==> config.mk <==
export PLATFORM = sky130hd
export DESIGN_NAME = u8t16_queue
export DESIGN_NICKNAME = d
export VERILOG_FILES = /design/src/sv/u8t16_pkg.sv /design/src/sv/u8t16_queue.sv
export SDC_FILE = /design/constraint.sdc
export NUM_CORES = 1
export LEC_CHECK = 0
export ABC_AREA = 1
export BUFFER_PORTS_ARGS = -buffer_cell sky130_fd_sc_hd__buf_2
export CORE_ASPECT_RATIO = 0.7
export CORE_MARGIN = 2
export CORE_UTILIZATION = 45
export DETAILED_ROUTE_END_ITERATION = 16
export PLACE_DENSITY = 0.79
export SLEW_MARGIN = 20
export SYNTH_ARGS = -nofsm -noshare
export SYNTH_HDL_FRONTEND = slang
export SYNTH_SLANG_ARGS = --single-unit
export TNS_END_PERCENT = 20
==> constraint.sdc <==
create_clock -name clock -period 2.3 [get_ports clock]
set_clock_uncertainty 0.05 [all_clocks]
set_input_delay 0.46 -clock clock [delete_from_list [all_inputs] [get_ports clock]]
set_output_delay 0.46 -clock clock [all_outputs]
set_load 0.005 [all_outputs]
==> src/sv/u8t16_pkg.sv <==
`default_nettype none

package u8t16_pkg;

   typedef struct packed {
      logic [7:0] in_byte;
      logic       stream_end;
   } req_payload_type;

   typedef struct packed {
      logic [7:0]  out_byte;
      logic [20:0] scalar_value;
      logic        bad_encoding;
      logic        run_last;
      logic        stream_done;
   } rsp_payload_type;

   // What the character position of a job turns into.
   typedef enum logic [1:0] {
      CHAR_NONE = 2'd0,
      CHAR_BMP  = 2'd1,
      CHAR_SUPP = 2'd2,
      CHAR_ERR  = 2'd3
   } char_kind_type;

   // One accepted input word as the back end sees it.
   typedef struct packed {
      logic          bom;
      logic          err_first;
      char_kind_type kind;
      logic [20:0]   cp;
      logic          err_last;
      logic          stream_end;
   } job_type;

   typedef struct packed {
      logic full;
      logic empty;
   } queue_status_type;

   // Output byte positions of a job, in the order they are sent.
   localparam logic [2:0] SLOT_BOM_HI    = 3'd0;
   localparam logic [2:0] SLOT_BOM_LO    = 3'd1;
   localparam logic [2:0] SLOT_ERR_FIRST = 3'd2;
   localparam logic [2:0] SLOT_CHAR_0    = 3'd3;
   localparam logic [2:0] SLOT_CHAR_1    = 3'd4;
   localparam logic [2:0] SLOT_CHAR_2    = 3'd5;
   localparam logic [2:0] SLOT_CHAR_3    = 3'd6;
   localparam logic [2:0] SLOT_ERR_LAST  = 3'd7;

   localparam logic [7:0]  BOM_HI_BYTE = 8'hFE;
   localparam logic [7:0]  BOM_LO_BYTE = 8'hFF;
   localparam logic [20:0] CP_MAX      = 21'h10FFFF;
   localparam logic [20:0] SUPP_BASE   = 21'h010000;

endpackage

`default_nettype wire

==> src/sv/u8t16_queue.sv <==
`default_nettype none

module u8t16_queue #(
   parameter int DEPTH = 2
) (
   input  wire                         clock,
   input  wire                         reset,
   input  wire                         push,
   input  u8t16_pkg::job_type          wr_job,
   input  wire                         pop,
   output u8t16_pkg::job_type          head,
   output u8t16_pkg::queue_status_type status
);
   import u8t16_pkg::*;

   localparam int PTR_W = $clog2(DEPTH);
   localparam int CNT_W = $clog2(DEPTH + 1);

   job_type            entries_ff [DEPTH];
   logic [PTR_W-1:0]   wr_ptr_ff, rd_ptr_ff;
   logic [CNT_W-1:0]   count_ff;

   function automatic logic [PTR_W-1:0] bump(input logic [PTR_W-1:0] p);
      return (p == PTR_W'(DEPTH - 1)) ? '0 : p + 1'b1;
   endfunction

   assign head         = entries_ff[rd_ptr_ff];
   assign status.full  = (count_ff == CNT_W'(DEPTH));
   assign status.empty = (count_ff == '0);

   always_ff @(posedge clock) begin
      if (push) begin
         entries_ff[wr_ptr_ff] <= wr_job;
      end
   end

   always_ff @(posedge clock) begin
      if (reset) begin
         wr_ptr_ff <= '0;
         rd_ptr_ff <= '0;
         count_ff  <= '0;
      end else begin
         if (push) begin
            wr_ptr_ff <= bump(wr_ptr_ff);
         end
         if (pop) begin
            rd_ptr_ff <= bump(rd_ptr_ff);
         end
         if (push && !pop) begin
            count_ff <= count_ff + 1'b1;
         end else if (pop && !push) begin
            count_ff <= count_ff - 1'b1;
         end
      end
   end

   a_no_overflow: assert property (@(posedge clock) disable iff (reset)
      push |-> !status.full)
      else $error("job written into a full queue");

   a_no_underflow: assert property (@(posedge clock) disable iff (reset)
      pop |-> !status.empty)
      else $error("job taken from an empty queue");

   a_count_range: assert property (@(posedge clock) disable iff (reset)
      count_ff <= CNT_W'(DEPTH))
      else $error("queue count out of range");

endmodule

`default_nettype wire

; After elaboration in Yosys (flattened, before gate mapping)
; Memory sizes are Yosys's and may differ from the RTL's. A register that Yosys moved wholly into a read port is not among the register bits.
; Index checks and enable logic that the tools add are counted.
[classes]
reduce_logical = 6
eq_ne = 1
muxes = 8
add_sub_neg = 4
[op_table]
columns = op, count
row1 = $mux W1, 6
row2 = $mux W2, 2
row3 = $add A1 B1 Y1 const B, 2
row4 = $add A2 B1 Y2 const B, 1
row5 = $eq A2 B2 Y1 const B, 1
row6 = $logic_and A1 B1 Y1, 2
row7 = $logic_not A1 Y1, 2
row8 = $logic_not A2 Y1, 1
row9 = $reduce_bool A2 Y1, 1
row10 = $sub A2 B1 Y2 const B, 1
[totals]
ramBits = 54
regBits = 4
memories = 1
wordCells = 23
[memory_table]
columns = name, words, word_bits, rd, rd_ports_with_merged_regs, wr, line
row1 = entries_ff, 2, 27, 1, 1, 1, u8t16_queue.sv:19  ; job_type entries_ff [DEPTH];

; Longest topological paths before layout
; Gate-level depths: netlist of run 1.
[logic_depth]
ltp_word = 4
mapped_depth = 8
mapped_depth_nobuf = 8

; Least setup slack after synthesis of run 1
; OpenSTA, ideal clock, no wires.
[synth_timing]
path_kind = input port to flip-flop
from = in push
to = mem entries_ff[0][0] in the netlist's numbering, enable pin
t_arrival_ps = 1641
stages = 2
setup_ps = 411
path_slack_ps = 198
cell_sequence = inv_1 > nor2_1
[synth_between]
elab_chain_len = 2
[synth_lines]
columns = element, line
row1 = "start, declared", u8t16_queue.sv:8  ; input wire push,
row2 = $mux W1, u8t16_queue.sv:32  ; if (push) begin
row3 = $mux W1 (not written as such), u8t16_queue.sv:33  ; entries_ff[wr_ptr_ff] <= wr_job;
row4 = "end, declared", u8t16_queue.sv:19
; Every way passes these cells.

==> results of run 1 <==
flip-flops by register name, summed over array words and instances, names as in the netlist, named ones only:
register / flops
wr_ptr_ff: 1
rd_ptr_ff: 1
count_ff: 2
entries_ff: 54
stage by stage:
stage | setup slack, ps | cells | hold slack [ps]
finish | 432.6 | 264 | 267.2
global route | 362.4 | 264 | 244.3
CTS | 402.5 | 264 | 244.7
detailed placement | 772.2 | 248 | 465.2
global placement | 768.0 | 248 | 443.5
floorplan | 198.1 | 117 | 429.9
cell usage after synthesis, drive strengths merged:
| cell | n |
|---|---|
| mux2 | 27 |
| xnor2 | 1 |
| a21oi | 1 |
| nor3 | 1 |
| nand2 | 5 |
| nand3 | 1 |
| buf | 3 |
| edfxtp | 54 |
| inv | 9 |
| nand4 | 1 |
| o21ai | 1 |
| dfxtp | 5 |
| nor2 | 7 |
| ha | 1 |
where the power goes:
part	leakage [nW]	switching (mW)	internal, mW
combinational	0.531	0.115	0.149
clock	0.0935	0.374	0.490
sequential	0.549	0.0191	1.24
total	1.17	0.507	1.88
final cells by class:
cell class	instances	share of cell area (%)
sequential	59	60.37
clock buffer	10	4.472
timing repair buffer	65	12.36
inverter	9	1.184
multi-input combinational	46	16.62
clock inverter	6	1.973
tap	69	3.025
per-layer routing:
metal / wire, um / share of wire [%] / vias up / global-route usage [%]
met4: 34 / 0.95 / 0 / 5.597
met3: 303 / 8.5 / 7 / 7.995
met5: 0 / 0 / - / 0
met2: 1653 / 46 / 48 / 21.27
li1: - / - / 579 / -
met1: 1579 / 44 / 549 / 17.28
path summary, 6_finish.rpt:
| kind | startpoint | to | slack [ps] | cells past startpoint |
|---|---|---|---|---|
| worst min-delay path | wr_job[12] | entries_ff[1][12] | 270 | 1 |
| worst max register to register | wr_ptr_ff | entries_ff[1][6] | 1170 | 3 |
| worst min register to register | wr_ptr_ff | wr_ptr_ff | 470 | 2 |
| worst max-delay path | register | head[6] | 430 | 3 |
worst reg2reg max path: cells and delay by family (launching register included):
| family | cells | cell delay [ps] |
|---|---|---|
| buffers and inverters | 2 | 340 |
| AND/OR/NAND/NOR | 1 | 60 |
| flip-flops | 1 | 360 |
logic make-up (layout without fill, tap and decap cells):
kind of cell	after synthesis	in the layout	synth area share, %
AOI/OAI and AO/OA	2	2	0.4389
and+or+nand+nor	15	15	2.691
adders and majority gates	1	1	0.5491
DFF	59	59	75.56
xor gates and xnor gates	1	1	0.3845
muxes	27	27	16.64
buffers and inverters	12	90	3.734
==> impl_results.md, run 1 <==
* Root buf cell: clkbuf_8
* Core Region at 0.004835 mm^2
* Initial DRC count at 68
* Global Route Usage Sum at 14.30%
* Antenna-violating nets left at 0
* Power Dens Cells at 835.4 mW/mm^2
* Die width at 89.05 um
* Rows at 21
* Die Area at 0.005657 mm^2
* Cell taking the most area after synthesis: edfxtp_1
* Count of pins over their slew limit at 0
* Worst VDD drop at 0.5166 mV
* Layout cells sized above 1 at 55.38%
* CTS tree: yes
* # clock sinks at 59
* Vias per cell at 4.481
* Post-synthesis cell type count at 16
* RSZ-0062 raised after global routing: no
* GRT overflow at 0
* H-tree lvl count at 3
* CP max-delay cell: dfxtp_2
* CP Class: reg2out
* Post-CTS setup buffer count at 0
* Drt wl/cell at 13.52 um
* Setup crit start kind: register
* Clk_lat worst skew at 330 ps
* Maximum clock path buffer count at 2
* Pwr Total at 2.384 mW
* First drt pass iteration count at 4
* Sequential cell area at 0.001723 mm^2
* CP cell instances: buf_12, mux2_2, buf_2
* Post-synthesis sequential area ratio at 75.56%
* Slew HR at 82.87%
* Synth Area per Inst at 19.47 um^2
* Fin nets at 222
* Area grow syn2layout at 25.26%
* CP Data Arrival Time at 1360 ps
* Synth area leaders: edfxtp_1 (71%), mux2_4 (13%), dfxtp_1 (4.4%)
* Inserted Diodes at 0
* # setup viols final at 0
* Total Routed Length at 3570 um
* Fillcell total at 395
* RePlAce Congestion at 0.6964
* First-pass GRT wire length at 5747 um
* Most frequent cells in the layout: buf_2 (59), edfxtp_1 (54), mux2_4 (20)
* Crit path largest cell delay at 360 ps
* DRC viols at 0
* # resized after CTS at 0
* Post-synthesis cell count at 117
* WP buf/inv at 2
* TNS Setup at 0 ps
* Seq cells post-synth at 59
* Initial antenna violation count at 0
* Yosys warns at 0
* CP delay by family, top: flip-flops
* DR vias at 1183
* Number of global-route vias before repair at 1210
* Critical Path RT at 1790 ps
* Mapped Area at 0.002278 mm^2
* Slew @ Worst Pin at 256.9 ps
* Placed wire-length estimate at 2474 um
* IO Port Bufs at 59
* Commonest non-fill, non-tap cell in the layout: buf_2
* Area share of the largest cell type after synthesis at 71.17%
* Largest net degree at the start of global routing at 19
* Period utilization at 81.19%
* Multi-input gate area at 474.2 um^2
* Cts bufs inserted at 9
* Cell area after layout at 0.002854 mm^2
* Chip height at 63.54 um
* Fin util at 59.03%
* Hold WC Path Type: in2reg
* Clk pin slew, worst setup/hold paths at 60 ps
* Max frequency at 0.5355 GHz
* Crit path max fanout at 18
* Initial core utilization at 47.13%
* Final min period at 1867 ps
* Placed instance area at 0.002670 mm^2
* P_leak at 1.173 nW
* Crit end category: output port
* # hold bufs at CTS at 0
* Synthesized Nets at 149
* I/O pins at 60
* Max-cap viol count at 0
* Status: finished, final reports clean
* Endpoints failing hold at 0
No activity file was read; power rests on OpenSTA's default activity.
==> run 2: changes to the inputs <==
--- a/config.mk
+++ b/config.mk
@@ -5,13 +5,13 @@
 export SDC_FILE = /design/constraint.sdc
 export NUM_CORES = 1
 export LEC_CHECK = 0
-export ABC_AREA = 1
+export ABC_AREA = 0
 export BUFFER_PORTS_ARGS = -buffer_cell sky130_fd_sc_hd__buf_2
 export CORE_ASPECT_RATIO = 0.7
 export CORE_MARGIN = 2
 export CORE_UTILIZATION = 45
 export DETAILED_ROUTE_END_ITERATION = 16
-export PLACE_DENSITY = 0.79
+export PLACE_DENSITY = 0.82
 export SLEW_MARGIN = 20
 export SYNTH_ARGS = -nofsm -noshare
 export SYNTH_HDL_FRONTEND = slang
==> constraint.sdc (replaced) <==
create_clock -name clock -period 1.5 [get_ports clock]
set_clock_uncertainty 0.05 [all_clocks]
set_input_delay 0.3 -clock clock [delete_from_list [all_inputs] [get_ports clock]]
set_output_delay 0.3 -clock clock [all_outputs]
set_load 0.005 [all_outputs]
==> run 2 against run 1 <==
  * The flow now finishes with violations (setup timing)
  * Final cell count fell by 9.5%
  * Sequential power grew 56%
  * Global-route usage about the same
  * Die area decreased by 5.2%
  * Non-clock buffer count did not move
  * Area after synthesis fell by 5.5%
  * Highest routed layer unchanged
==> impl_results.md, run 2 <==
* Status: finished with violations
* Failing checks: setup timing
* First drt pass iteration count at 4
* Mapped Area at 0.002153 mm^2
* Initial DRC count at 55
* CP Class: reg2out
* Rows at 21
* Area share of the largest cell type after synthesis at 75.31%
* Antenna-violating nets left at 0
* Count of pins over their slew limit at 0
* First-pass GRT wire length at 5354 um
* Clk pin slew, worst setup/hold paths at 60 ps
* Number of global-route vias before repair at 1154
* Layout cells sized above 1 at 58.79%
* I/O pins at 60
* Setup crit end: head[15]
* Worst Setup Slack, final at -194.5 ps
* # setup viols final at 27
* Fin nets at 211
* P_int at 3.013 mW
* Cell taking the most area after synthesis: edfxtp_1
* Seq cells post-synth at 59
* CTS tree: yes
* Critical Path RT at 1150 ps
* Initial core utilization at 45.78%
* Die width at 86.68 um
* CP Data Arrival Time at 1340 ps
* Post-synth top flop: edfxtp_1
* Clk_lat worst skew at 320 ps
* Post-synthesis cell type count at 16
* Post-synthesis sequential area ratio at 79.95%
* Cts bufs inserted at 9
* Part of the power in registers at 51.5%
* Root buf cell: clkbuf_8
* Synthesized Nets at 138
* Area grow syn2layout at 41.08%
* Max FFs per register at 54
* Drt wl/cell at 16.07 um
* Non-filler cells, final at 239
* Slew @ Worst Pin at 215.8 ps
* # clock sinks at 59
* Setup crit start kind: register
* Commonest non-fill, non-tap cell in the layout: edfxtp_1
* GRT overflow at 0
* Period utilization at 113.0%
* Synth Area per Inst at 20.31 um^2
* Max-cap viol count at 0
* Setup WS pre-CTS at 109.1 ps
* Pwr Total at 3.802 mW
* Worst R2R Path Depth at 2
* Endpoints failing hold at 0
* Fillcell total at 311
* Die Area at 0.005363 mm^2
* Total Routed Length at 3840 um
* RSZ-0062 raised after global routing: yes
* Inserted Diodes at 0
* Worst VDD drop at 0.9198 mV
* Largest regs: entries_ff x54, count_ff x2
* DR vias at 1149
* Sw Ratio at 20.75%
* Count leader, synth: edfxtp_1
* Crit path max fanout at 6
* Post-synth EDFFs at 54
* Largest net degree at the start of global routing at 28
* Most flops, register: entries_ff
* Initial antenna violation count at 0
* DRC viols at 0
* R2r setup slk at 350 ps
* Global Route Usage Sum at 14.32%
* Commonest cells in the synthesized netlist: edfxtp_1 (54), mux2_2 (27), dfxtp_1 (5), nor2_1 (5)
* Post-CTS setup buffer count at 0
* Most frequent cells in the layout: edfxtp_1 (54), buf_2 (35), mux2_4 (24), buf_6 (24), clkbuf_8 (9)
* Crit end category: output port
* Core Region at 0.004703 mm^2
* Ys async rst share at 0%
* Clock power frac at 33.3%
* Maximum clock path buffer count at 2
* Max frequency at 0.5901 GHz
* Hold WC Path Type: in2reg
* Placed wire-length estimate at 2319 um
* RePlAce Congestion at 0.6379
* H-tree lvl count at 3
* Post-synthesis cell count at 106
* Combinational power share at 15.2%
* Power Dens Cells at 1251 mW/mm^2
* Placed Instances at 223
* Chip height at 61.88 um
* Synth area leaders: edfxtp_1 (75%), mux2_2 (14%), dfxtp_1 (4.6%)
* P_leak at 1.220 nW
* IO Port Bufs at 59
* Final min period at 1694 ps
* RR Endpoint: entries_ff[1][11]
* Yosys warns at 0
* Slew HR at 85.51%
* Switching pwr at 0.7888 mW
* Worst r2r src: wr_ptr_ff
* Vias per cell at 4.808
[run 2: cell count changes after synthesis, moves of 2 or more]
cell | before | now
mux2_2 | 7 | 27
mux2_4 | 20 | 0
inv_1 | 9 | 1
nand2_1 | 5 | 0
buf_12 | 2 | 0
buf_4 | 0 | 2
nor2_1 | 7 | 5
xor2_1 | 0 | 2
[run 2: cell type report]
cell class                      count  area [um^2]  share of cell area, %
Multi-Input combinational cell     43        500.5                  16.47
Tap cell                           57        71.32                  2.348
Clock buffer                       10        127.6                  4.201
Timing Repair Buffer               65        565.5                  18.62
Inverter                            1        3.754                 0.1236
Clock inverter                      4        43.79                  1.442
Sequential cell                    59         1725                  56.80
[run 2: worst min-delay path by stage]
| stage | startpoint | to | slack (ps) | cells after the start |
|---|---|---|---|---|
| 2_1_floorplan | reset | count_ff[1] | 320 | 1 |
| 3_3_place_gp | count_ff[1] | count_ff[1] | 420 | 2 |
| 3_5_place_dp | wr_job[23] | entries_ff[0][23] | 440 | 1 |
| 4_1_cts | wr_job[23] | entries_ff[0][23] | 100 | 1 |
| 5_1_grt | wr_job[20] | entries_ff[0][20] | 100 | 1 |
| 6_report | wr_job[23] | entries_ff[0][23] | 110 | 1 |
[run 2: critical path, cell delays in order (launching register included)]
cell       delay [ps]
dfxtp_4           410
clkbuf_16         170
mux2_4            310
buf_6             120
[run 2: timing repair]
action,in CTS,in global routing
resized for setup,22,37
hold buffers,0,0
endpoints found under the setup margin,27,27
cloned,1,1
pin swaps,0,0
[run 2: logic make-up after synthesis]
kind of cell / share of synthesized area, %
compound gates: 0.4644
simple gates: 2.151
xor+xnor: 1.627
fa+ha+maj: 0.5810
buf+inv: 1.103
flops: 79.95
mux: 14.12
[run 2: power groups by stage]
stage / combinational, mW / clock (mW) / sequential, mW
floorplan: 0.208 / 0 / 1.97
global placement: 0.380 / 0 / 1.97
detailed placement: 0.393 / 0 / 1.98
CTS: 0.452 / 1.30 / 1.95
global route: 0.614 / 1.38 / 1.97
finish: 0.576 / 1.27 / 1.96
[run 2: per-stage QoR]
| step | hold slack (ps) | TNS, ps | utilization [%] | instance area [um^2] |
|---|---|---|---|---|
| 2_1_floorplan | 319.1 | -167.0 | - | 2156 |
| 3_3_place_gp | 424.0 | 0 | 54.38 | 2557 |
| 3_5_place_dp | 441.1 | 0 | 54.38 | 2557 |
| 4_1_cts | 97.07 | -4595 | 60.12 | 2828 |
| 5_1_grt | 97.17 | -5650 | 64.59 | 3038 |
| 6_report | 111.4 | -4679 | 64.59 | 3038 |
[run 2: per-layer routing]
layer / vias up / share of wire [%] / global-route usage (%)
li1: 550 / - / -
met1: 558 / 39 / 15.88
met2: 37 / 52 / 23.30
met3: 4 / 7.3 / 7.662
met4: 0 / 0.94 / 6.920
met5: - / 0 / 0
==> run 3: changes to the inputs <==
--- a/config.mk
+++ b/config.mk
@@ -12,6 +12,7 @@
 export CORE_UTILIZATION = 45
 export DETAILED_ROUTE_END_ITERATION = 16
 export PLACE_DENSITY = 0.82
+export SKIP_LAST_GASP = 1
 export SLEW_MARGIN = 20
 export SYNTH_ARGS = -nofsm -noshare
 export SYNTH_HDL_FRONTEND = slang
==> run 3 against run 2 <==
  * The run still ends with setup timing left
  * Maximum frequency rose by 1.9%
  * Register-to-register slack about the same
  * Worst hold slack improved by 0.81 ps
  * Sequential power about the same
  * Cell area decreased by 8.7%
  * Final cell count decreased by 0.42%
  * Combinational power is 29% lower
  * Core utilization shrank 5.6 points
  * Die area unchanged
  * Via count fell by 2.0%
  * Routed wire length fell by 10%
  * Sequential share of layout area is 5.4 points higher
==> impl_results.md, run 3 (synthesis gave the netlist of run 2 again) <==
* Highest routed layer: met4
* IO Port Bufs at 59
* RSZ-0062 raised after global routing: yes
* Final min period at 1663 ps
* Number of global-route vias before repair at 1163
* Max frequency at 0.6014 GHz
* Crit end category: output port
* Placed Instances at 223
* Most frequent cells in the layout: buf_2 (58), edfxtp_1 (54), mux2_2 (26)
* Max FFs per register at 54
* Placed wire-length estimate at 2319 um
* Fin nets at 210
* DRC viols at 0
* Area grow syn2layout at 28.82%
* Period utilization at 110.9%
* Global Route Usage Sum at 14.02%
* Drt wl/cell at 14.51 um
* CP Data Arrival Time at 1310 ps
* WL met3 at 294 um
* Crit path max fanout at 12
* WL met2 at 1826 um
* WP buf/inv at 2
* Cts bufs inserted at 9
* Power Dens Cells at 1306 mW/mm^2
* M1 WL at 1299 um
* Slew @ Worst Pin at 202.4 ps
* Max-cap viol count at 0
* Post-CTS setup buffer count at 0
* Hold WC Path Type: in2reg
* Initial DRC count at 46
* Total Routed Length at 3453 um
* DR vias at 1126
* Chip height at 61.88 um
* Inserted Diodes at 0
* Non-filler cells, final at 238
* Endpoints failing hold at 0
* Largest net degree at the start of global routing at 28
* Layout cells sized above 1 at 58.56%
* Die width at 86.68 um
* Core Region at 0.004703 mm^2
* Final hold slack at 112.2 ps
* Pwr Total at 3.622 mW
* Worst Setup Slack, final at -162.8 ps
* Largest regs: entries_ff x54, count_ff x2
* RePlAce Congestion at 0.6379
* CP delay by family, top: flip-flops
* Root buf cell: clkbuf_8
* Vias per cell at 4.731
* Initial antenna violation count at 0
* Most flops, register: entries_ff
* Setup crit start kind: register
* Failing checks: setup timing
* I/O pins at 60
* Maximum clock path buffer count at 2
* CP Class: reg2out
* Initial core utilization at 45.78%
* Worst VDD drop at 0.9396 mV
* # setup viols final at 27
* Slew HR at 86.41%
* Die Area at 0.005363 mm^2
* First-pass GRT wire length at 5257 um
* Status: finished with violations
* CP cell instances: buf_12, mux2_2, buf_2
* Commonest non-fill, non-tap cell in the layout: buf_2
* CTS tree: yes
* Count of pins over their slew limit at 0
* Clk pin slew, worst setup/hold paths at 60 ps
* GRT overflow at 0
* First drt pass iteration count at 4
* H-tree lvl count at 3
* Antenna-violating nets left at 0
* Fillcell total at 340
* Rows at 21
* Crit path largest cell delay at 380 ps
* Critical Path RT at 1150 ps
* Clk_lat worst skew at 320 ps
* P_leak at 1.071 nW
* TNS Setup at -4064 ps
* CP max-delay cell: dfxtp_4
* # clock sinks at 59
[run 3: cell types whose count changed in the layout (fill, tap and decap cells not counted)]
cell       delta
buf_12        -1
buf_2        +23
buf_6        -22
clkbuf_16     -1
mux2_2       +23
mux2_4       -23
[run 3: path summary, 6_finish.rpt]
kind	startpoint	endpoint	slack [ps]	cells after the start
setup reg to reg	wr_ptr_ff	entries_ff[1][11]	340	2
setup / recovery	register	head[26]	-160	3
hold / removal	wr_job[23]	entries_ff[0][23]	110	1
hold reg to reg	count_ff[1]	count_ff[1]	460	2
[run 3: metrics by stage]
stage	util [%]	setup WS (ps)	cell area, um^2
global route	58.98	-218.0	2774
detailed placement	54.38	109.1	2557
floorplan	-	-6.184	2156
CTS	58.58	-195.7	2755
finish	58.98	-162.8	2774
global placement	54.38	117.8	2557
[run 3: cell type report]
cell class / instances / area, um^2 / area share [%]
repair buffers: 64 / 387.9 / 13.98
well taps: 57 / 71.32 / 2.571
inverters: 1 / 3.754 / 0.1353
clock buffers: 10 / 127.6 / 4.601
flip-flops and latches: 59 / 1725 / 62.20
clock inverters: 4 / 43.79 / 1.579
multi-input cells: 43 / 414.1 / 14.93
[run 3: where the power goes]
group	total (mW)	leakage (nW)	switching (mW)	internal, mW
Combinational	0.410	0.433	0.179	0.231
Clock	1.26	0.0894	0.527	0.736
Sequential	1.95	0.549	0.0359	1.91
Total	3.62	1.07	0.741	2.88
[run 3: timing repair]
| action | 4_1_cts | 5_1_grt |
|---|---|---|
| hold endpoints to repair | 0 | 0 |
| resized for setup | 7 | 4 |
| hold buffers | 0 | 0 |
| endpoints found under the setup margin | 27 | 27 |
| cloned | 1 | 0 |
[run 3: layer usage]
| metal | vias to the layer above | global-route usage (%) |
|---|---|---|
| li1 | 548 | - |
| met1 | 537 | 14.64 |
| met2 | 37 | 24.18 |
| met3 | 4 | 7.662 |
| met4 | 0 | 6.027 |
| met5 | - | 0 |
