===== config.mk =====
export PLATFORM = sky130hd
export DESIGN_NAME = u8t16_back_flat
export DESIGN_NICKNAME = d
export VERILOG_FILES = /design/src/sv/u8t16_pkg.sv /design/src/sv/u8t16_chan_if.sv /design/src/sv/u8t16_back.sv /design/src/flat_wrapper.sv
export SDC_FILE = /design/constraint.sdc
export NUM_CORES = 1
export LEC_CHECK = 0
export BUFFER_PORTS_ARGS = -buffer_cell sky130_fd_sc_hd__buf_2
export CAP_MARGIN = 20
export CORE_UTILIZATION = 38
export CTS_CLUSTER_SIZE = 40
export DETAILED_ROUTE_END_ITERATION = 8
export GPL_TIMING_DRIVEN = 1
export HOLD_SLACK_MARGIN = 0.02
export PLACE_DENSITY = 0.74
export SYNTH_ARGS = -nofsm -noshare
export SYNTH_HDL_FRONTEND = slang
export SYNTH_SLANG_ARGS = --single-unit

===== constraint.sdc =====
create_clock -name clock -period 2.8 [get_ports clock]
set_input_delay 0.28 -clock clock [delete_from_list [all_inputs] [get_ports clock]]
set_output_delay 0.28 -clock clock [all_outputs]
set_load 0.1 [all_outputs]

===== src/sv/u8t16_pkg.sv =====
`default_nettype none

package u8t16_pkg;

   typedef struct packed {
      logic [7:0] in_byte;
      logic       stream_end;
   } req_payload_type;

   typedef struct packed {
      logic [7:0]  out_byte;
      logic [20:0] scalar_value;
      logic        bad_encoding;
      logic        run_last;
      logic        stream_done;
   } rsp_payload_type;

   // What the character position of a job turns into.
   typedef enum logic [1:0] {
      CHAR_NONE = 2'd0,
      CHAR_BMP  = 2'd1,
      CHAR_SUPP = 2'd2,
      CHAR_ERR  = 2'd3
   } char_kind_type;

   // One accepted input word as the back end sees it.
   typedef struct packed {
      logic          bom;
      logic          err_first;
      char_kind_type kind;
      logic [20:0]   cp;
      logic          err_last;
      logic          stream_end;
   } job_type;

   typedef struct packed {
      logic full;
      logic empty;
   } queue_status_type;

   // Output byte positions of a job, in the order they are sent.
   localparam logic [2:0] SLOT_BOM_HI    = 3'd0;
   localparam logic [2:0] SLOT_BOM_LO    = 3'd1;
   localparam logic [2:0] SLOT_ERR_FIRST = 3'd2;
   localparam logic [2:0] SLOT_CHAR_0    = 3'd3;
   localparam logic [2:0] SLOT_CHAR_1    = 3'd4;
   localparam logic [2:0] SLOT_CHAR_2    = 3'd5;
   localparam logic [2:0] SLOT_CHAR_3    = 3'd6;
   localparam logic [2:0] SLOT_ERR_LAST  = 3'd7;

   localparam logic [7:0]  BOM_HI_BYTE = 8'hFE;
   localparam logic [7:0]  BOM_LO_BYTE = 8'hFF;
   localparam logic [20:0] CP_MAX      = 21'h10FFFF;
   localparam logic [20:0] SUPP_BASE   = 21'h010000;

endpackage

`default_nettype wire


===== src/sv/u8t16_chan_if.sv =====
`default_nettype none

interface u8t16_chan_if #(
   parameter type payload_type = logic
);
   logic        valid;
   logic        ready;
   payload_type payload;

   modport source (output valid, output payload, input ready);
   modport sink (input valid, input payload, output ready);
endinterface

`default_nettype wire


===== src/sv/u8t16_back.sv =====
`default_nettype none

module u8t16_back (
   input  wire                         clock,
   input  wire                         reset,
   input  u8t16_pkg::job_type          head,
   input  u8t16_pkg::queue_status_type q_status,
   output logic                        pop,
   u8t16_chan_if.source                rsp_if
);
   import u8t16_pkg::*;

   logic [2:0]      slot_ff;
   logic            rsp_valid_ff;
   rsp_payload_type rsp_ff;
   rsp_payload_type word;
   logic [7:0]      mask, avail, rest;
   logic [2:0]      cur;
   logic            last;
   logic            advance;
   logic [19:0]     v;
   logic [15:0]     hi_unit, lo_unit;

   always_comb begin
      mask = 8'd0;
      mask[SLOT_BOM_HI]    = head.bom;
      mask[SLOT_BOM_LO]    = head.bom;
      mask[SLOT_ERR_FIRST] = head.err_first;
      mask[SLOT_CHAR_0]    = (head.kind != CHAR_NONE);
      mask[SLOT_CHAR_1]    = (head.kind == CHAR_BMP) || (head.kind == CHAR_SUPP);
      mask[SLOT_CHAR_2]    = (head.kind == CHAR_SUPP);
      mask[SLOT_CHAR_3]    = (head.kind == CHAR_SUPP);
      mask[SLOT_ERR_LAST]  = head.err_last;
   end

   assign avail = mask & (8'hFF << slot_ff);

   always_comb begin
      cur = 3'd0;
      for (int i = 7; i >= 0; i--) begin
         if (avail[i]) begin
            cur = 3'(i);
         end
      end
   end

   assign rest = avail & ~(8'd1 << cur);
   assign last = (rest == 8'd0);

   // Surrogate pair for code points above the basic plane.
   assign v       = 20'(head.cp - SUPP_BASE);
   assign hi_unit = {6'b110110, v[19:10]};
   assign lo_unit = {6'b110111, v[9:0]};

   always_comb begin
      word.out_byte     = 8'd0;
      word.scalar_value = head.cp;
      word.bad_encoding = 1'b0;
      word.run_last     = last;
      word.stream_done  = last && head.stream_end;
      case (cur)
         SLOT_BOM_HI: begin
            word.out_byte     = BOM_HI_BYTE;
            word.scalar_value = 21'd0;
         end
         SLOT_BOM_LO: begin
            word.out_byte     = BOM_LO_BYTE;
            word.scalar_value = 21'd0;
         end
         SLOT_ERR_FIRST, SLOT_ERR_LAST: begin
            word.scalar_value = 21'd0;
            word.bad_encoding = 1'b1;
         end
         SLOT_CHAR_0: begin
            if (head.kind == CHAR_ERR) begin
               word.scalar_value = 21'd0;
               word.bad_encoding = 1'b1;
            end else if (head.kind == CHAR_SUPP) begin
               word.out_byte = hi_unit[15:8];
            end else begin
               word.out_byte = head.cp[15:8];
            end
         end
         SLOT_CHAR_1: begin
            word.out_byte = (head.kind == CHAR_SUPP) ? hi_unit[7:0] : head.cp[7:0];
         end
         SLOT_CHAR_2: begin
            word.out_byte = lo_unit[15:8];
         end
         SLOT_CHAR_3: begin
            word.out_byte = lo_unit[7:0];
         end
         default: begin
            word.out_byte = 8'd0;
         end
      endcase
   end

   assign advance = !q_status.empty && (!rsp_valid_ff || rsp_if.ready);
   assign pop     = advance && last;

   always_ff @(posedge clock) begin
      if (advance) begin
         rsp_ff <= word;
      end
   end

   always_ff @(posedge clock) begin
      if (reset) begin
         slot_ff      <= 3'd0;
         rsp_valid_ff <= 1'b0;
      end else begin
         if (advance) begin
            rsp_valid_ff <= 1'b1;
            slot_ff      <= last ? 3'd0 : cur + 3'd1;
         end else if (rsp_if.ready) begin
            rsp_valid_ff <= 1'b0;
         end
      end
   end

   assign rsp_if.valid   = rsp_valid_ff;
   assign rsp_if.payload = rsp_ff;

   a_mid_job_has_head: assert property (@(posedge clock) disable iff (reset)
      (slot_ff != 3'd0) |-> !q_status.empty)
      else $error("job position set with no job queued");

   a_head_nonempty: assert property (@(posedge clock) disable iff (reset)
      !q_status.empty |-> (avail != 8'd0))
      else $error("queued job has no byte left to send");

   a_done_is_last: assert property (@(posedge clock) disable iff (reset)
      (rsp_valid_ff && rsp_ff.stream_done) |-> rsp_ff.run_last)
      else $error("stream end flagged on a word that is not the last of its input");

endmodule

`default_nettype wire


===== src/flat_wrapper.sv =====
// flat-port wrapper written by rule: the top's interface ports become plain ports
module u8t16_back_flat import u8t16_pkg::*;
  (clock, reset, head, q_status, pop, rsp_if_valid, rsp_if_payload, rsp_if_ready);
  u8t16_chan_if rsp_if_i ();
  input  wire clock;
  input  wire reset;
  input  u8t16_pkg::job_type head;
  input  u8t16_pkg::queue_status_type q_status;
  output logic pop;
  output wire logic [$bits(rsp_if_i.valid)-1:0] rsp_if_valid;
  output wire logic [$bits(rsp_if_i.payload)-1:0] rsp_if_payload;
  input wire logic [$bits(rsp_if_i.ready)-1:0] rsp_if_ready;
  assign rsp_if_valid = rsp_if_i.valid;
  assign rsp_if_payload = rsp_if_i.payload;
  assign rsp_if_i.ready = rsp_if_ready;
  u8t16_back u_core (.clock(clock), .reset(reset), .head(head), .q_status(q_status), .pop(pop), .rsp_if(rsp_if_i));
endmodule

; ---- After elaboration in Yosys (flattened, before gate mapping)
; Cells that the tools add are included.
[op_classes]
order_cmp = 0
addsub = 1
mul = 0
div_mod_pow = 0
n_eq_ne = 2
bitwise = 3
n_reduce_logical = 10
mux = 11
shifts = 2
[ops]
columns = op, count
row1 = $mux W3, 9
row2 = $and A8 B8 Y8, 2
row3 = $logic_not A8 Y1, 1
row4 = $not A8 Y8, 1
row5 = $shl A1 B3 Y8 const A, 1
row6 = $shl A8 B3 Y8 const A, 1
row7 = $reduce_bool A2 Y1, 2
row8 = $add A3 B1 Y3 const B, 1
row9 = $logic_and A1 B1 Y1, 3
row10 = $eq A2 B1 Y1 const B, 1
row11 = $eq A2 B2 Y1 const B, 1
row12 = $logic_not A1 Y1, 2
row13 = $logic_or A1 B1 Y1, 2
row14 = $mux W1, 2
[word_totals]
latchBits = 0
mem_count = 0
ff_bits = 5
out_inout_bits = 3
wordCells = 32
input_bits = 32
mem_bits_ro = 0
mem_bits_rw = 0

; ---- Depth between registers and ports, before layout
; Gate-level depths: netlist (run 1).
[logic_depth]
word_depth = 16
depth_mapped = 15
depth_no_buf = 15

; ---- Least setup slack after synthesis (run 1)
; OpenSTA, ideal clock, no wires.
[synth_path]
path_kind = input to output
from = input head[23] (netlist bit)
to = output pop
arrival_time_ns = 3.465
setup_slack_ns = -0.945
path_stages = 14
path_buffers = 0
required_time_ns = 2.520
cell_sequence = inv_1 > ha_1 > nor2b_2 > o211ai_1 > a31oi_1 > a21oi_1 > mux2i_1 > inv_1 > ha_1 > ha_1 > o32ai_1 > nand4b_1 > or3_1 > nor2_1
[synth_between]
elab_chain_cells = 14
elab_cells_between_ends = 17
cone_classes = 2 x eq/ne / 1 x shift / 7 x mux / 3 x bitwise / 4 x reduce/logical
[synth_rtl]
columns = element, line_no
row1 = start: declaration, flat_wrapper.sv:7  ; input u8t16_pkg::job_type head;
row2 = $eq A2 B2 Y1, "u8t16_back.sv:30, u8t16_back.sv:31, u8t16_back.sv:32"
row3 = $and A8 B8 Y8 *, u8t16_back.sv:36  ; assign avail = mask & (8'hFF << slot_ff);
row4 = $mux W3 (7 in a row), u8t16_back.sv:41  ; if (avail[i]) begin
row5 = $shl A1 B3 Y8, u8t16_back.sv:47  ; assign rest = avail & ~(8'd1 << cur);
row6 = $not A8 Y8, u8t16_back.sv:47
row7 = $and A8 B8 Y8 *, u8t16_back.sv:47
row8 = $logic_not A8 Y1 *, u8t16_back.sv:48  ; assign last = (rest == 8'd0);
row9 = $logic_and A1 B1 Y1 *, u8t16_back.sv:100  ; assign pop = advance && last;
row10 = end: declaration, flat_wrapper.sv:9  ; output logic pop;
; Every way passes the cells marked *; elsewhere a longest branch is shown, timed or not.

; ---- Worst setup path in the final report (run 1)
[layout_path]
from = register u_core.slot_ff[0]
to = output pop
[layout_between]
elab_chain_cells = 15
[layout_rtl]
columns = element, line_no
row1 = start: declaration, u8t16_back.sv:13  ; logic [2:0] slot_ff;
row2 = start signal: assignment, u8t16_back.sv:115  ; slot_ff <= last ? 3'd0 : cur + 3'd1;
row3 = $shl A8 B3 Y8 *, u8t16_back.sv:36
row4 = $and A8 B8 Y8 *, u8t16_back.sv:36
row5 = $mux W3 (8 in a row), u8t16_back.sv:41
row6 = $shl A1 B3 Y8, u8t16_back.sv:47
row7 = $not A8 Y8, u8t16_back.sv:47
row8 = $and A8 B8 Y8 *, u8t16_back.sv:47
row9 = $logic_not A8 Y1 *, u8t16_back.sv:48
row10 = $logic_and A1 B1 Y1 *, u8t16_back.sv:100
; Marked as above.

==> impl_metrics.py, run 1 <==
metrics = {
    "outcome": {
        "outcome": "finished with violations",
        "violations": "design-rule violations, negative setup slack",
    },
    "global_routing": {
        "grt_pass1_wl_um": 3367,
        "overflow": 0,
        "grt_max_degree": 11,
        "grt_pass1_vias": 803,
        "grtUsageTotal_pct": 26.12,
        "antenna_found_initial": 0,
    },
    "yosys": {
        "synth-seq-cells": 5,
        "yosys.area.top_type": "ha_1",
        "synthTopCellsByCount": "ha_1 (8), inv_1 (8), a21oi_1 (7), nor2_1 (7), nand2_1 (6)",
        "ys.flop_type": "dfxtp_1",
        "netlist_instances": 80,
        "synth_top_area_share_pct": 16.95,
        "synth.avg_cell_area_um2": 7.382,
        "yosys-top-cells-area": "ha_1 (17%), dfxtp_1 (14%), a21oi_1 (5.9%), nand2b_1 (5.3%), edfxtp_1 (5.1%)",
        "synth.cell_area_um2": 590.6,
        "ys_seq_area_share_pct": 18.64,
        "synth.distinct_cells": 30,
        "synth_edf_count": 1,
        "syn_nets": 120,
        "async_reset_ff_share_pct": 0,
        "ys_warn_count": 0,
    },
    "setup_path": {
        "r2r_setup_slack_ns": 0.04,
        "crit_path_start": "u_core.slot_ff[0]",
        "arrival_ns": 2.74,
        "r2r_cells": 13,
        "cp-start-kind": "register",
        "crit_path_end_kind": "primary output",
        "path_max_fanout": 4,
        "r2r_end": "u_core.slot_ff[0]",
        "cp_data_required_time_ns": 2.52,
        "path_class": "reg -> out",
        "reg2reg_from": "u_core.slot_ff[2]",
    },
    "clock_tree": {
        "cts_tree": "yes",
        "clk_path_buf_depth": 2,
        "clock_latency_ns": 0.25,
        "htree_levels": 1,
        "cts-buffers-inserted": 3,
        "cts_sinks": 5,
        "clk_pin_slew_ns": 0.05,
        "root_buffer": "clkbuf_4",
    },
    "timing": {
        "setup-tns-final_ns": -0.2200,
        "setup_viol": 1,
        "hold_violations": 0,
        "worst_pin_slew_ns": 0.4836,
        "maxSlewViolCount": 0,
        "skew_ns": 0.002026,
        "min_period_ns": 3.020,
        "finalWorstSetupSlack_ns": -0.2200,
        "fmax_mhz": 331.1,
        "slew_headroom_pct": 67.98,
        "rsz0062_at_grt": "true",
        "min_period_over_period_pct": 107.9,
    },
    "power_and_ir_drop": {
        "finalPower_w": 0.0004313,
        "p_per_area_nw_per_um2": 440.3,
        "ir_worst_vdd_mv": 0.2052,
        "p_leak_nw": 0.4226,
    },
    "layout": {
        "syn_to_final_growth_pct": 65.89,
        "final_cell_count_no_fill": 127,
        "diodes": 0,
        "nets": 153,
        "drive_gt1_share_pct": 50.00,
    },
    "worst_hold_path": {
        "hp-class": "in -> reg",
        "hold_depth": 2,
        "hold_end": "u_core.rsp_if.valid",
        "hold_start": "q_status[0]",
    },
    "placed_design": {
        "port_buffers": 12,
        "post-place-cells": 118,
        "place_ws_ns": -0.3132,
        "dpl.hpwl_um": 1313,
        "place_congestion": 0.7977,
    },
    "die": {
        "die_area_um2": 1716,
        "die_y_um": 41.42,
        "die_w_um": 41.42,
        "row_count": 13,
        "io_pins": 35,
        "floorplan.initialDensity_pct": 43.22,
        "core_area_um2": 1366,
    },
    "drt": {
        "ant_nets": 0,
        "wl_met3_um": 148,
        "drcViolationCount": 2,
        "wl_met2_um": 1053,
        "drt_iter0_markers": 59,
        "wl_met1_um": 693,
        "vias": 773,
        "totalWireLength_um": 2048,
        "drt_pass1_iterations": 6,
        "viasPerCell": 6.087,
        "top_layer": "met4",
        "wl_per_cell_um": 16.13,
    },
    "run": {
        "maxCapViolCount": 0,
    },
}
-- where the power goes --
group / switching, W / internal (W)
combinational: 0.000129 / 0.000118
clock: 0.0000336 / 0.0000541
sequential: 0.0000135 / 0.0000832
total: 0.000176 / 0.000255
-- what timing repair did --
item	4_1_cts	5_1_grt
hold buffers	0	0
setup endpoints to repair	2	3
setup buffers	5	0
pin swaps	8	4
resized for setup	25	3
gates cloned	0	0
-- how the worst max path moves through the flow --
stage                     cells past startpoint  endpoint
final                                        13       pop
after global routing                         13       pop
after CTS                                    13       pop
after detailed placement                     16       pop
after global placement                       16       pop
after floorplan                              14       pop
-- layout make-up --
type / instances / area [um^2]
repair buffers: 31 / 234.0
inverters: 10 / 40.04
well taps: 15 / 18.77
flip-flops and latches: 5 / 121.4
clock buffers: 4 / 26.28
fillers: 94 / 386.6
multi-input cells: 62 / 539.3
-- layer usage --
layer | global-route usage [%] | up-vias
met2 | 44.06 | 54
met4 | 30.97 | 0
met5 | 0 | -
li1 | - | 348
met3 | 3.043 | 18
met1 | 25.07 | 353
-- registers in the layout, indices dropped and copies added (netlist names) --
| signal | cells |
|---|---|
| u_core.slot_ff | 3 |
| u_core.rsp_if.valid | 1 |
| u_core.rsp_if.payload | 1 |
-- stage by stage --
step / instance area [um^2] / hold slack (ns) / util (%)
floorplan: 605.6 / 0.3491 / -
global placement: 780.7 / 0.4652 / 57.14
detailed placement: 780.7 / 0.4704 / 57.14
CTS: 965.9 / 0.2103 / 70.70
global route: 979.7 / 0.2139 / 71.70
finish: 979.7 / 0.2171 / 71.70
-- critical path: stages, from the launching register on --
cell	delay (ns)
dfxtp_4	0.38
nor2b_4	0.04
o211ai_1	0.24
a31oi_2	0.14
a21oi_2	0.16
mux2i_1	0.11
inv_1	0.13
ha_4	0.18
ha_4	0.13
o32ai_2	0.07
nand4b_1	0.20
or3_4	0.41
nor2_4	0.11
buf_12	0.18
-- layout by cell type (no fill, tap or decap), types with 2 or more instances in the layout --
cell / n
buf_6: 3
inv_1: 7
inv_2: 2
dfxtp_4: 3
nor2_1: 4
ha_4: 6
clkbuf_4: 3
nor3_1: 2
o21ai_0: 3
nand3_1: 3
nor2b_1: 3
nand2b_1: 5
buf_2: 9
buf_4: 18
ha_1: 2
nor2_2: 2
or4_1: 2
nand2_1: 6
a21oi_1: 6
-- logic make-up (layout without fill, tap and decap cells) --
family                   Yosys count  in the layout  synth area share [%]
AO/OA/AOI/OAI                     19             19                 20.76
adder cells (fa/ha/maj)            9              9                 18.64
buffers and inverters             13             45                 10.38
flip-flops                         5              5                 18.64
multiplexers                       1              1                 1.695
AND/OR/NAND/NOR                   33             33                 29.87
(Power assumes the default switching activity.)
==> run 2: changes to the inputs <==
--- a/config.mk
+++ b/config.mk
@@ -7,6 +7,7 @@
 export LEC_CHECK = 0
 export BUFFER_PORTS_ARGS = -buffer_cell sky130_fd_sc_hd__buf_2
 export CAP_MARGIN = 20
+export CORE_MARGIN = 2
 export CORE_UTILIZATION = 38
 export CTS_CLUSTER_SIZE = 40
 export DETAILED_ROUTE_END_ITERATION = 8
==> run 2 against run 1 <==
  * The flow finishes with violations (negative setup slack)
  * Fmax rose by 5.0%
  * Non-clock buffer count rose by 1
  * Critical path depth rose by 3
  * Sequential power fell by 1%
  * Combinational power fell by 2%
  * Global-route usage fell by 5.4 points
  * Total power fell by 2.3%
  * Routed wire length fell by 8.7%
  * Highest routed layer unchanged
==> impl_metrics.py, run 2 (same netlist as run 1, synthesis figures left out) <==
metrics = {
    "setup_path": {
        "crit_chain": "buf_8 > inv_6 > ha_4 > nor2b_4 > o211ai_1 > a31oi_1 > a21oi_2 > mux2i_1 > inv_1 > ha_4 > ha_4 > o32ai_2 > nand4b_1 > or3_4 > nor2_4 > buf_12",
        "cp_data_required_time_ns": 2.52,
        "endpoint": "pop",
        "arrival_ns": 2.60,
        "crit_path_frequent_cell": "ha_4",
        "cp_num_cells": 16,
        "r2r_end": "u_core.slot_ff[0]",
        "cp-start-kind": "primary input",
        "r2r_cells": 13,
        "crit_path_start": "head[23]",
        "r2r_setup_slack_ns": -0.04,
        "path_class": "in -> out",
        "crit_path_end_kind": "primary output",
        "worst-path-buf-inv": 4,
        "reg2reg_from": "u_core.slot_ff[1]",
        "path_max_fanout": 3,
        "cp_top_family": "simple AND/OR/NAND/NOR gates",
        "cpMaxStageDelayCell": "or3_4",
        "slowest_delay_ns": 0.38,
    },
    "global_routing": {
        "met1_usage_pct": 22.65,
        "overflow": 0,
        "met2_usage_pct": 37.01,
        "grt_use_met3_pct": 5.833,
        "top_usage_layer": "met2",
        "grt_max_degree": 11,
        "antenna_found_initial": 0,
        "grt_pass1_vias": 773,
        "grt_pass1_wl_um": 3056,
        "grtUsageTotal_pct": 20.72,
    },
    "die": {
        "die_w_um": 43.42,
        "die_y_um": 43.42,
        "io_pins": 35,
        "row_count": 14,
        "die_area_um2": 1885,
        "core_area_um2": 1489,
        "floorplan.initialDensity_pct": 39.66,
    },
    "run": {
        "maxCapViolCount": 0,
    },
    "timing": {
        "min_period_ns": 2.876,
        "maxSlewViolCount": 0,
        "skew_ns": 0.0004437,
        "fmax_mhz": 347.7,
        "slew_headroom_pct": 67.42,
        "min_period_over_period_pct": 102.7,
        "worst_pin_slew_ns": 0.4920,
        "finalHoldWorstSlack_ns": 0.2247,
        "setup_viol": 2,
        "rsz0062_at_grt": "true",
        "finalWorstSetupSlack_ns": -0.07607,
        "hold_violations": 0,
    },
    "layout": {
        "seq_area_um2": 113.9,
        "final_cell_count_no_fill": 129,
        "multi_input_comb_area_um2": 529.3,
        "drive_gt1_share_pct": 50.44,
        "diodes": 0,
        "nets": 154,
        "final_common_cell": "buf_4",
        "syn_to_final_growth_pct": 64.83,
        "mostFrequentLayoutCells": "buf_4 (20), buf_2 (9), inv_1 (7), nand2_1 (6), a21oi_1 (6)",
        "largest_reg_flops": 3,
        "n_fill_cell": 117,
        "regMostFlops": "u_core.slot_ff",
    },
    "worst_hold_path": {
        "hp-class": "in -> reg",
        "hold_start": "q_status[0]",
    },
    "power_and_ir_drop": {
        "power_frac_clock_pct": 20.2,
        "sequentialPowerShare_pct": 22.7,
        "comb_power_share_pct": 57.2,
        "p_per_area_nw_per_um2": 433.1,
        "p_leak_nw": 0.4258,
        "switchingPower_w": 0.0001650,
        "intPower_w": 0.0002567,
        "p_sw_share_pct": 39.13,
        "ir_worst_vdd_mv": 0.2078,
    },
    "clock_tree": {
        "clk_pin_slew_ns": 0.04,
        "cts_tree": "yes",
        "root_buffer": "clkbuf_4",
        "cts_sinks": 5,
        "clock_latency_ns": 0.24,
        "cts-buffers-inserted": 3,
        "clk_path_buf_depth": 2,
        "htree_levels": 1,
    },
    "drt": {
        "vias": 744,
        "drcViolationCount": 0,
        "ant_nets": 0,
        "wl_per_cell_um": 14.50,
        "viasPerCell": 5.767,
        "drt_iter0_markers": 31,
        "totalWireLength_um": 1870,
        "drt_pass1_iterations": 4,
    },
    "placed_design": {
        "place_congestion": 0.8904,
        "port_buffers": 12,
        "dpl.hpwl_um": 1254,
        "post-place-cells": 119,
    },
    "outcome": {
        "outcome": "finished with violations",
        "violations": "negative setup slack",
    },
}
## run 2: cell types whose count changed in the layout (fill, tap and decap cells not counted), sizes merged
cell  change
buf       +1
## run 2: worst min path at each step
stage,to,slack [ns],depth (start not counted)
2_1_floorplan,u_core.rsp_if.valid,0.35,1
3_3_place_gp,u_core.rsp_if.valid,0.46,2
3_5_place_dp,u_core.rsp_if.valid,0.48,2
4_1_cts,u_core.rsp_if.valid,0.22,2
5_1_grt,u_core.rsp_if.valid,0.23,2
6_report,u_core.rsp_if.valid,0.22,2
## run 2: cell type report
| class | count | area share, % |
|---|---|---|
| Clock buffer | 4 | 2.699 |
| Timing Repair Buffer | 32 | 24.81 |
| Tap cell | 16 | 2.057 |
| Sequential cell | 5 | 11.70 |
| Multi-Input combinational cell | 62 | 54.37 |
| Inverter | 10 | 4.370 |
## run 2: through the flow
step / setup TNS (ns) / total power, W / util (%) / cell area (um^2) / setup slack, ns
2_1_floorplan: -0.1568 / 0.0002083 / - / 605.6 / -0.1568
3_3_place_gp: -0.2558 / 0.0002648 / 52.52 / 782.0 / -0.1735
3_5_place_dp: -0.3329 / 0.0002719 / 52.52 / 782.0 / -0.2007
4_1_cts: -0.1143 / 0.0004014 / 63.19 / 940.9 / -0.1143
5_1_grt: -0.5075 / 0.0004462 / 65.38 / 973.4 / -0.2520
6_report: -0.1203 / 0.0004216 / 65.38 / 973.4 / -0.07607
## run 2: what timing repair did
action	4_1_cts	5_1_grt
pin swaps	8	7
resized for setup	21	5
setup buffers	4	2
hold buffers	0	0
endpoints found under the setup margin	1	5
## run 2: power groups by stage
| stage | registers, W | logic, W | clock network, W |
|---|---|---|---|
| 6_report | 0.0000955 | 0.000241 | 0.0000851 |
| 5_1_grt | 0.0000966 | 0.000261 | 0.0000885 |
| 4_1_cts | 0.0000949 | 0.000220 | 0.0000866 |
| 3_5_place_dp | 0.0000941 | 0.000178 | 0 |
| 3_3_place_gp | 0.0000937 | 0.000171 | 0 |
| 2_1_floorplan | 0.0000978 | 0.000111 | 0 |
## run 2: metal layers
layer,vias up,share of wire [%]
met5,-,0
met4,0,1.8
met3,6,6.4
met2,28,51
met1,366,41
li1,344,-
==> run 3: changes to the inputs <==
--- a/config.mk
+++ b/config.mk
@@ -5,15 +5,14 @@
 export SDC_FILE = /design/constraint.sdc
 export NUM_CORES = 1
 export LEC_CHECK = 0
-export BUFFER_PORTS_ARGS = -buffer_cell sky130_fd_sc_hd__buf_2
 export CAP_MARGIN = 20
-export CORE_MARGIN = 2
-export CORE_UTILIZATION = 38
+export CORE_AREA = 2 2 39 41
 export CTS_CLUSTER_SIZE = 40
 export DETAILED_ROUTE_END_ITERATION = 8
+export DIE_AREA = 0 0 41 43
+export DONT_BUFFER_PORTS = 1
 export GPL_TIMING_DRIVEN = 1
 export HOLD_SLACK_MARGIN = 0.02
-export PLACE_DENSITY = 0.74
 export SYNTH_ARGS = -nofsm -noshare
 export SYNTH_HDL_FRONTEND = slang
 export SYNTH_SLANG_ARGS = --single-unit
==> constraint.sdc (replaced) <==
create_clock -name clock -period 2.5 [get_ports clock]
set_input_delay 0.25 -clock clock [delete_from_list [all_inputs] [get_ports clock]]
set_output_delay 0.25 -clock clock [all_outputs]
set_load 0.1 [all_outputs]
==> run 3 against run 2 <==
  * Highest routed layer unchanged
  * Count of clock-buffer cells in the layout did not move
  * The flow still finishes with violations (negative setup slack)
  * Total power up 16%
  * Combinational power up 17%
  * Non-clock buffer count shrank 5
  * Cell area grew 4.2%
  * Final cell count decreased by 3.9%
  * Die area fell by 6.5%
  * Largest cell class unchanged
  * Clock skew increased by 0.0019 ns
  * Via count fell by 7.1%
  * Hold slack got worse by 0.17 ns
==> impl_metrics.py, run 3 (same netlist as run 1, synthesis figures left out) <==
metrics = {
    "die": {
        "core_area_um2": 1384,
        "die_w_um": 41,
        "die_area_um2": 1763,
        "floorplan.initialDensity_pct": 42.68,
        "die_y_um": 43,
        "row_count": 14,
        "io_pins": 35,
    },
    "setup_path": {
        "path_class": "reg -> out",
        "crit_path_end_kind": "primary output",
        "arrival_ns": 2.61,
        "cp_data_required_time_ns": 2.25,
        "path_max_fanout": 5,
        "cp-start-kind": "register",
    },
    "clock_tree": {
        "postCtsHoldBufs": 0,
        "htree_levels": 1,
        "root_buffer": "clkbuf_4",
        "cts_sinks": 5,
        "clock_latency_ns": 0.24,
        "cts_tree": "yes",
        "clk_path_buf_depth": 2,
        "cts-buffers-inserted": 3,
        "clk_pin_slew_ns": 0.04,
    },
    "layout": {
        "largest_reg_flops": 3,
        "regMostFlops": "u_core.slot_ff",
        "diodes": 0,
        "syn_to_final_growth_pct": 71.82,
        "final_core_util_pct": 73.33,
        "final_common_cell": "buf_4",
        "drive_gt1_share_pct": 53.70,
        "nets": 149,
        "n_fill_cell": 102,
        "mostFrequentLayoutCells": "buf_4 (23), inv_1 (6), nand2_1 (6), a21oi_1 (6)",
        "seq_area_um2": 118.9,
        "multi_input_comb_area_um2": 569.3,
    },
    "drt": {
        "viasPerCell": 5.573,
        "totalWireLength_um": 1788,
        "vias": 691,
        "drcViolationCount": 0,
        "drt_pass1_iterations": 4,
        "wl_per_cell_um": 14.42,
        "ant_nets": 0,
        "drt_iter0_markers": 17,
    },
    "timing": {
        "rsz0062_at_grt": "true",
        "fmax_mhz": 349.6,
        "min_period_ns": 2.860,
        "min_period_over_period_pct": 114.4,
        "setup_viol": 5,
        "worst_pin_slew_ns": 0.8843,
        "hold_violations": 0,
        "skew_ns": 0.002331,
        "slew_headroom_pct": 41.17,
        "maxSlewViolCount": 0,
        "finalWorstSetupSlack_ns": -0.3601,
    },
    "outcome": {
        "violations": "negative setup slack",
        "outcome": "finished with violations",
    },
    "global_routing": {
        "grtUsageTotal_pct": 23.42,
        "antenna_found_initial": 0,
        "grt_pass1_wl_um": 2835,
        "grt_max_degree": 9,
        "grt_pass1_vias": 676,
        "overflow": 0,
    },
    "worst_hold_path": {
        "hp-class": "in -> reg",
    },
    "placed_design": {
        "place_ws_ns": -0.3012,
        "port_buffers": 0,
        "place_congestion": 0.8176,
        "dpl.hpwl_um": 1234,
    },
    "power_and_ir_drop": {
        "ir_worst_vdd_mv": 0.4036,
        "p_per_area_nw_per_um2": 481.1,
        "p_leak_nw": 0.4226,
    },
    "run": {
        "maxCapViolCount": 0,
    },
}
run 3: path summary, 6_finish.rpt:
check                           slack, ns                 from                   to  cells after the start
worst max register to register      -0.33    u_core.slot_ff[0]    u_core.slot_ff[0]                     13
worst min register to register       0.49  u_core.rsp_if.valid  u_core.rsp_if.valid                      2
worst max-delay path                -0.36    u_core.slot_ff[0]                  pop                     13
worst min-delay path                 0.06                reset    u_core.slot_ff[2]                      1
run 3: area by class of cell:
cell class / instances / share of cell area, %
timing repair buffer: 27 / 22.32
sequential: 5 / 11.71
inverter: 10 / 5.302
tap: 16 / 1.973
clock buffer: 4 / 2.589
multi-input combinational: 62 / 56.10
run 3: report_power, final:
group	internal (W)	total, W	switching, W
Sequential	0.0000931	0.000114	0.0000207
Clock	0.0000603	0.0000928	0.0000325
Combinational	0.000145	0.000282	0.000136
run 3: routing by layer:
layer	up-vias	GRT usage, %	share of wire [%]
li1	339	-	-
met1	317	29.68	41
met2	29	36.25	50
met3	6	8.901	6.1
met4	0	5.333	2.1
met5	-	0	0
run 3: repair_timing:
action,4_1_cts,5_1_grt
pin swaps,9,5
hold endpoints to repair,0,0
gates resized for setup,17,11
setup endpoints to repair,5,5
buffers inserted,2,3
run 3: critical path, stage by stage (launching register included):
cell and delay, ns:
dfxtp_4 0.38, nor2b_4 0.05, o211ai_1 0.17, a31oi_1 0.11, a21oi_1 0.17, mux2i_1 0.13, inv_1 0.12, ha_4 0.17
ha_4 0.13, o32ai_2 0.06, nand4b_1 0.21, or3_4 0.37, nor2_4 0.11, buf_12 0.18
run 3: through the flow:
step	hold slack, ns	total power (W)	std cells	instance area (um^2)	setup TNS, ns
2_1_floorplan	0.3191	0.0002424	80	659.4	-0.4341
3_3_place_gp	0.3206	0.0003149	115	833.3	-0.7162
3_5_place_dp	0.3215	0.0003173	115	833.3	-0.8837
4_1_cts	0.05903	0.0004495	121	942.2	-0.5829
5_1_grt	0.04065	0.0005254	124	1015	-1.621
6_report	0.05878	0.0004882	124	1015	-0.9165
